File: src/rtl/mfcc_pkg.sv
// Package for the Modbus RTU frame checker: beat types, CRC constants
// and the byte-wide reflected CRC-16 update. No dependencies.
package mfcc_pkg;

   localparam logic [15:0] CRC_INIT = 16'hFFFF;
   localparam logic [15:0] CRC_POLY = 16'hA001;
   localparam logic [3:0]  POS_MAX  = 4'd15;

   // byte positions of the captured fields
   localparam logic [3:0] POS_ADDR    = 4'd0;
   localparam logic [3:0] POS_VAL0_HI = 4'd3;
   localparam logic [3:0] POS_VAL0_LO = 4'd4;
   localparam logic [3:0] POS_VAL1_HI = 4'd5;
   localparam logic [3:0] POS_VAL1_LO = 4'd6;
   localparam logic [3:0] POS_VAL2_HI = 4'd9;
   localparam logic [3:0] POS_VAL2_LO = 4'd10;

   typedef struct packed {
      logic [7:0] data_byte;
      logic       last_byte;
   } mfcc_req_type;

   typedef struct packed {
      logic        crc_good;
      logic        too_short;
      logic [7:0]  device_address;
      logic [15:0] first_value;
      logic [15:0] second_value;
      logic [15:0] third_value;
   } mfcc_rsp_type;

   // one byte through the LSB-first CRC, eight bit steps unrolled
   function automatic logic [15:0] crc_feed(input logic [15:0] crc, input logic [7:0] b);
      logic [15:0] c;
      c = crc ^ {8'h00, b};
      for (int i = 0; i < 8; i++) begin
         if (c[0]) begin
            c = (c >> 1) ^ CRC_POLY;
         end else begin
            c = c >> 1;
         end
      end
      return c;
   endfunction

endpackage

File: src/rtl/modbus_frame_crc_check_and_fields.sv
// Top level of the Modbus RTU frame checker: CRC-16 over the frame body,
// trailer compare and field capture by byte position. Uses mfcc_pkg.
//
// Usage:
//   req channel: one frame byte per beat, last_byte marks the frame's end.
//   rsp channel: one beat per frame, sent for the last byte only, with the
//     CRC verdict, the short-frame flag and the captured fields.
//   Every byte updates the frame state in the cycle it is accepted; the
//   result for a last byte sits in the output register in the cycle after
//   acceptance. One byte per cycle is taken, back to back, while req_stall
//   is low; the byte-wide CRC update is done in the accept cycle.
//   The two final bytes are held in a two-byte delay so the CRC only sees
//   bytes known not to be the trailer.
//   Reset (synchronous) clears the frame state to CRC 0xFFFF, position 0
//   and zero captures, and empties the output register.
//   While a result waits under rsp_stall, req_stall is raised; otherwise
//   bytes flow every cycle, also in the cycle a result is taken.
//   After each last byte the frame state returns to its reset values.
module modbus_frame_crc_check_and_fields (
   input  logic                  clock,
   input  logic                  reset,
   input  logic                  req_valid,
   output logic                  req_stall,
   input  mfcc_pkg::mfcc_req_type req_data,
   output logic                  rsp_valid,
   input  logic                  rsp_stall,
   output mfcc_pkg::mfcc_rsp_type rsp_data
);
   import mfcc_pkg::*;

   logic [15:0]  crc_ff, crc_in;
   logic [7:0]   held0_ff, held0_in;
   logic [7:0]   held1_ff, held1_in;
   logic [3:0]   pos_ff, pos_in;
   logic [7:0]   addr_ff, addr_in;
   logic [15:0]  val0_ff, val0_in;
   logic [15:0]  val1_ff, val1_in;
   logic [15:0]  val2_ff, val2_in;
   logic         rsp_valid_ff, rsp_valid_in;
   mfcc_rsp_type rsp_data_ff, rsp_data_in;

   logic         accept;
   logic [15:0]  crc_now;
   logic [7:0]   addr_cap;
   logic [15:0]  val0_cap, val1_cap, val2_cap;
   logic         short_frame;

   assign req_stall = rsp_valid_ff & rsp_stall;
   assign accept    = req_valid & ~req_stall;
   assign rsp_valid = rsp_valid_ff;
   assign rsp_data  = rsp_data_ff;

   always_comb begin
      // byte two back can no longer belong to the trailer
      crc_now = (pos_ff >= 4'd2) ? crc_feed(crc_ff, held1_ff) : crc_ff;

      addr_cap = addr_ff;
      val0_cap = val0_ff;
      val1_cap = val1_ff;
      val2_cap = val2_ff;
      case (pos_ff)
         POS_ADDR:    addr_cap = req_data.data_byte;
         POS_VAL0_HI: val0_cap = {req_data.data_byte, val0_ff[7:0]};
         POS_VAL0_LO: val0_cap = {val0_ff[15:8], req_data.data_byte};
         POS_VAL1_HI: val1_cap = {req_data.data_byte, val1_ff[7:0]};
         POS_VAL1_LO: val1_cap = {val1_ff[15:8], req_data.data_byte};
         POS_VAL2_HI: val2_cap = {req_data.data_byte, val2_ff[7:0]};
         POS_VAL2_LO: val2_cap = {val2_ff[15:8], req_data.data_byte};
         default: ;
      endcase

      short_frame = (pos_ff < 4'd2);

      rsp_data_in.crc_good       = ~short_frame &&
                                   ({req_data.data_byte, held0_ff} == crc_now);
      rsp_data_in.too_short      = short_frame;
      rsp_data_in.device_address = addr_cap;
      rsp_data_in.first_value    = val0_cap;
      rsp_data_in.second_value   = val1_cap;
      rsp_data_in.third_value    = val2_cap;

      crc_in   = crc_ff;
      held0_in = held0_ff;
      held1_in = held1_ff;
      pos_in   = pos_ff;
      addr_in  = addr_ff;
      val0_in  = val0_ff;
      val1_in  = val1_ff;
      val2_in  = val2_ff;
      if (accept) begin
         if (req_data.last_byte) begin
            crc_in   = CRC_INIT;
            held0_in = '0;
            held1_in = '0;
            pos_in   = '0;
            addr_in  = '0;
            val0_in  = '0;
            val1_in  = '0;
            val2_in  = '0;
         end else begin
            crc_in   = crc_now;
            held0_in = req_data.data_byte;
            held1_in = held0_ff;
            pos_in   = (pos_ff < POS_MAX) ? pos_ff + 4'd1 : pos_ff;
            addr_in  = addr_cap;
            val0_in  = val0_cap;
            val1_in  = val1_cap;
            val2_in  = val2_cap;
         end
      end

      if (accept && req_data.last_byte) begin
         rsp_valid_in = 1'b1;
      end else if (rsp_valid_ff && !rsp_stall) begin
         rsp_valid_in = 1'b0;
      end else begin
         rsp_valid_in = rsp_valid_ff;
      end
   end

   always_ff @(posedge clock) begin
      if (reset) begin
         crc_ff       <= CRC_INIT;
         held0_ff     <= '0;
         held1_ff     <= '0;
         pos_ff       <= '0;
         addr_ff      <= '0;
         val0_ff      <= '0;
         val1_ff      <= '0;
         val2_ff      <= '0;
         rsp_valid_ff <= 1'b0;
      end else begin
         crc_ff       <= crc_in;
         held0_ff     <= held0_in;
         held1_ff     <= held1_in;
         pos_ff       <= pos_in;
         addr_ff      <= addr_in;
         val0_ff      <= val0_in;
         val1_ff      <= val1_in;
         val2_ff      <= val2_in;
         rsp_valid_ff <= rsp_valid_in;
      end
   end

   // result payload, loaded only on a last-byte beat
   always_ff @(posedge clock) begin
      if (accept && req_data.last_byte) begin
         rsp_data_ff <= rsp_data_in;
      end
   end

endmodule
File: config.mk
export PLATFORM = sky130hd
export DESIGN_NAME = modbus_frame_crc_check_and_fields
export DESIGN_NICKNAME = d
export VERILOG_FILES = /design/src/rtl/mfcc_pkg.sv /design/src/rtl/modbus_frame_crc_check_and_fields.sv
export SDC_FILE = /design/constraint.sdc
export NUM_CORES = 1
export LEC_CHECK = 0
export BUFFER_PORTS_ARGS = -buffer_cell sky130_fd_sc_hd__buf_4
export CAP_MARGIN = 20
export CORE_ASPECT_RATIO = 0.8
export CORE_UTILIZATION = 54
export CTS_BUF_LIST = sky130_fd_sc_hd__clkbuf_2
export DETAILED_ROUTE_END_ITERATION = 10
export PLACE_DENSITY = 0.78
export REMOVE_ABC_BUFFERS = 1
export SLEW_MARGIN = 20
export SYNTH_ARGS = -nofsm -noshare
export SYNTH_HDL_FRONTEND = slang
export SYNTH_SLANG_ARGS = --single-unit
export TNS_END_PERCENT = 20
File: constraint.sdc
create_clock -name clock -period 3 [get_ports clock]
set_clock_uncertainty 0.2 [all_clocks]
set_input_delay 0.3 -clock clock [delete_from_list [all_inputs] [get_ports clock]]
set_output_delay 0.3 -clock clock [all_outputs]
set_load 0.02 [all_outputs]
Word level (Yosys, flattened, before mapping)
Cells that the tools add are included.

Bits in registers: 151. Input port bits: 13. Output and inout port bits: 60. Logic and storage cells: 71.

Muxes and demuxes: 24. Add/sub/neg operators: 1. Reductions and logical operators: 8. Bitwise logic cells: 13. Magnitude comparators: 3. Equal/unequal tests: 7.

Operators by type and width (number): 2-to-1 mux 16 bit (13); one-hot mux 16 bit (2 select lines) (3); 2-to-1 mux 8 bit (4); inverter 2 -> 3 bit (8); == test 16 bit (1); bitwise XOR 16 x 8 -> 16 bit (1); == test 4 x 3 -> 1 bit (second input constant) (3); == test 4 bit (second input constant) (2); 2-to-1 mux 4 bit (2); adder 4 x 1 -> 4 bit (second input constant) (1); == test 4 x 2 -> 1 bit (second input constant) (1); >= comparator 4 x 2 -> 1 bit (second input constant) (1); logical NOT 4 bit (1); < comparator 4 x 2 -> 1 bit (second input constant) (1); < comparator 4 bit (second input constant) (1); nonzero test 2 bit (2); logical AND 1 bit (3); bitwise AND 1 bit (2); 2-to-1 mux 1 bit (2); inverter 1 bit (2); AND reduction 2 bit (1); logical NOT 1 bit (1).

Logic depth before layout (Yosys ltp)
Depth after elaboration: 20. Gate-level depth with buffers: 10. Depth with buffers taken out: 8.

Worst setup path after synthesis
Ideal clock, no wire load.

Kind: flip-flop to flip-flop. Start: reg pos_ff[0]. End: reg rsp_data_ff, in the netlist rsp_data[57], data pin. Data required time: 2.610 ns. Setup slack: 0.148 ns. Clock period less this slack: 2.852 ns. Library setup time: 0.190 ns. Arrival: 2.462 ns. Stages on the path, launching flop included: 10. Buffers on the path: 1. Path through: dfxtp_1 inv_1 ha_1 or4_4 buf_6 mux2i_1 xor2_1 nand4_1 or4_1 a2111oi_2.

RTL lines: from (decl) (RTL line modbus_frame_crc_check_and_fields.sv:34) `logic [3:0] pos_ff, pos_in;`; from (signal assigned) (RTL line modbus_frame_crc_check_and_fields.sv:136) `pos_ff <= pos_in;`; to (signal assigned) (RTL line modbus_frame_crc_check_and_fields.sv:148) `rsp_data_ff <= rsp_data_in;`; to (decl) (RTL line modbus_frame_crc_check_and_fields.sv:40) `mfcc_rsp_type rsp_data_ff, rsp_data_in;`.

==> key figures <==
Setup path
  • Worst setup EP type: register
  • WS Path Type: reg -> reg
  • Crit path from: pos_ff[0]
  • Worst path depth: 8
  • Max stage delay on crit path: 0.56 ns
  • Crit start category: register
  • Worst R2R End: rsp_data[57]
  • Maximum fanout along the worst path: 5
  • CP bufs+invs: 1
  • Most frequent CP cell: or4_4
  • Worst R2R Setup Slack: around 0.08 ns
  • CP max-delay cell: or4_4
  • R2r worst-path depth: 8
  • R2r startpoint: pos_ff[0]
  • CP required: around 3.4 ns
  • Worst setup path end: rsp_data[57]
  • Cell chain of the critical path: inv_1 -> ha_1 -> or4_4 -> mux2i_2 -> xor2_1 -> nand4_1 -> or4_4 -> a2111oi_4
  • Family with the most delay on the worst path: simple AND/OR/NAND/NOR gates
  • Worst Path Arrival: around 3.3 ns

Route
  • Detailed Route WL: about 14000 µm
  • Vias per std cell: between 5 and 6
  • Initial DRC count: roughly 430
  • Drt pass-1 iters: 5
  • Drt drc: 0
  • Routed Antenna Nets: 0
  • Routed via count: between 4000 and 5000
  • Routed len/inst: between 15 and 20 µm

CTS
  • CTS tree: built
  • Later-pin clock latency in the skew report: between 0.7 and 0.8 ns
  • Root Driver: clkbuf_2
  • Clock-pin transition on the worst setup and hold timing paths: between 0.2 and 0.25 ns
  • Clk buf depth: 2
  • CTS sink cnt: 151
  • # Post-CTS Setup Buffers: 0
  • CTS buffer count: 17
  • H-tree Lvls: 4

STA
  • Count of final max-slew check failures: 0
  • Unrepaired setup endpoints after global routing: no
  • Worst Tran Pin Value: 1.11 ns
  • Min Tclk post-route: around 2.9 ns
  • Fmax: 343 MHz
  • Setup TNS: 0 ns
  • # setup viols final: 0
  • Tcrit/Tclk final: 97.3%
  • Hold Vio Cnt, Final: 0
  • Slew headroom: about a quarter

Floorplanning
  • CORE AREA: ~11000 µm²
  • Die Ht: approximately 99 µm
  • Die Wd: 123 µm
  • Row count: 34
  • Initial Util: a little under three fifths
  • Die area: between 10000 and 15000 µm²
  • IO Count: 73

GRT
  • Vias in the first global route: between 4000 and 5000
  • Grt total ovfl: 0
  • Initial antenna violation count: 0
  • First-pass GRT wire length: 22300 µm
  • Pin count of the biggest net entering global routing: 60
  • Global Route Usage Sum: between 20% and 30%

Synthesis
  • Synth warn: 0
  • Sequential share of the synthesized area: between 50% and 60%
  • Top cells by area, synth: dfxtp_1 (29%), edfxtp_1 (28%), a22oi_1 (6.7%), a22o_1 (4.4%), mux2_2 (4.3%)
  • Avg Synthesized Cell Area: ~11 µm²
  • Netlist cell types: around 40
  • Area leader, netlist: dfxtp_1
  • Flops & latches, synth: 151
  • Synth Flop Type: dfxtp_1
  • Synth top area share: just under 30%
  • Synth Instances: around 570
  • Post-Syn Area: 6320 µm²
  • Async set or reset register ratio after synthesis: 0%
  • Post-synth EDFFs: 58

Finish
  • P&R area growth vs syn: 19.4%
  • Share of cells above drive strength 1: 23.5%
  • Antenna cells: 0
  • Design Area, Final: 7550 µm²
  • Final Net Count: approximately 670
  • Commonest cells after routing, fill and taps aside: dfxtp_1 (92), buf_4 (88), nor2_1 (67), edfxtp_1 (58), a22oi_1 (56)
  • Most common cell after layout, fill and taps aside: dfxtp_1
  • Core Util, Final: roughly two thirds

Min path
  • Hold path start: held0_ff[0]
  • Hold crit path type: reg -> reg

Placement
  • Area post-placement: between 6000 and 7000 µm²
  • I/O Buffers: 72
  • GPL Wtd Cong: between 0.9 and 1
  • DPL Wire Length: 8930 µm

Pwr
  • Leakage power: 2.93 nW
  • PD cells: between 500 and 600 nW/µm²
  • Worst IR Drop VDD: about 380 µV

Flow run
  • Number of max-cap violations: 0

Status
  • Status: finished, final reports clean
==> per-layer routing <==
layer / part of all wire, % / track usage [%] / routed length [µm] / up-vias
met4: 1.3 / 8.63 / 181 / 0
li1: - / - / - / 2224
met5: 0 / 0 / 0 / -
met1: 45 / 33.6 / 6360 / 2278
met2: 47 / 38.0 / 6760 / 163
met3: 6.6 / 4.51 / 938 / 20
==> worst register-to-register path, delay by kind of cell (launching register included) <==
kind / cells / cell delay (ns)
and+or+nand+nor: 3 / 1.13
DFF: 1 / 0.41
AOI/OAI and AO/OA: 1 / 0.33
muxes: 1 / 0.23
adders and majority gates: 1 / 0.21
xor gates and xnor gates: 1 / 0.19
buffers and inverters: 1 / 0.08
==> logic make-up (layout without fill, tap and decap cells) <==
logic type      Yosys count  after routing  share of synthesized area, %
compound gates          129            129                          15.1
xor+xnor                 39             39                          6.89
fa+ha+maj                 4              4                         0.792
buf+inv                  55            151                          3.46
flops                   151            151                          57.0
mux                      28             28                          4.91
simple gates            161            161                          11.8
==> final cells by class <==
class                      instances  area [µm²]
timing repair buffer             114         931
clock inverter                    15         201
fill                             823        3600
multi-input combinational        361        2530
inverter                           5        18.8
tap                              144         180
clock buffer                      17        85.1
sequential                       151        3600
==> worst min-delay path by stage <==
stage	cells after the start	slack (ns)	endpoint
final	2	0.27	held0_ff[0]
after global routing	4	0.27	held0_ff[7]
after CTS	3	0.27	held1_ff[2]
after detailed placement	2	0.26	held0_ff[0]
after global placement	2	0.24	held0_ff[0]
after floorplan	1	0.17	held0_ff[0]
==> repair_timing <==
item / in CTS / in global routing
setup endpoints to repair: 0 / 1
hold buffers: 25 / 0
resized for setup: 0 / 4
endpoints found under the hold margin: 140 / 0
==> power by group <==
group | internal [mW] | switching (mW) | leakage, nW
sequential | 2.17 | 0.0215 | 1.31
clock | 0.553 | 0.753 | 0.161
combinational | 0.147 | 0.228 | 1.46
==> state kept, by name, summed over array words and instances (netlist names) <==
register,flops
addr_ff,8
crc_ff,16
held0_ff,8
held1_ff,8
pos_ff,4
rsp_data,58
rsp_valid,1
val0_ff,16
val1_ff,16
val2_ff,16
==> synthesized netlist by cell type, types with 10 or more instances <==
| library cell | count |
|---|---|
| dfxtp_1 | 93 |
| mux2_2 | 24 |
| nand3b_1 | 15 |
| clkbuf_1 | 43 |
| edfxtp_1 | 58 |
| a21oi_1 | 24 |
| a22oi_1 | 56 |
| nor2_1 | 68 |
| o211ai_1 | 10 |
| xor2_1 | 13 |
| a22o_1 | 32 |
| xnor2_1 | 19 |
| nand2_1 | 46 |
==> metrics by stage <==
step,std cells,power [mW],setup slack (ns),hold WS (ns)
global route,807,4.02,0.00868,0.267
floorplan,517,2.42,-1.33,0.169
CTS,807,3.89,0.00884,0.266
detailed placement,750,2.58,-0.00799,0.255
global placement,750,2.57,0.162,0.243
finish,807,3.88,0.0812,0.274
No activity file was read; power rests on OpenSTA's default activity.
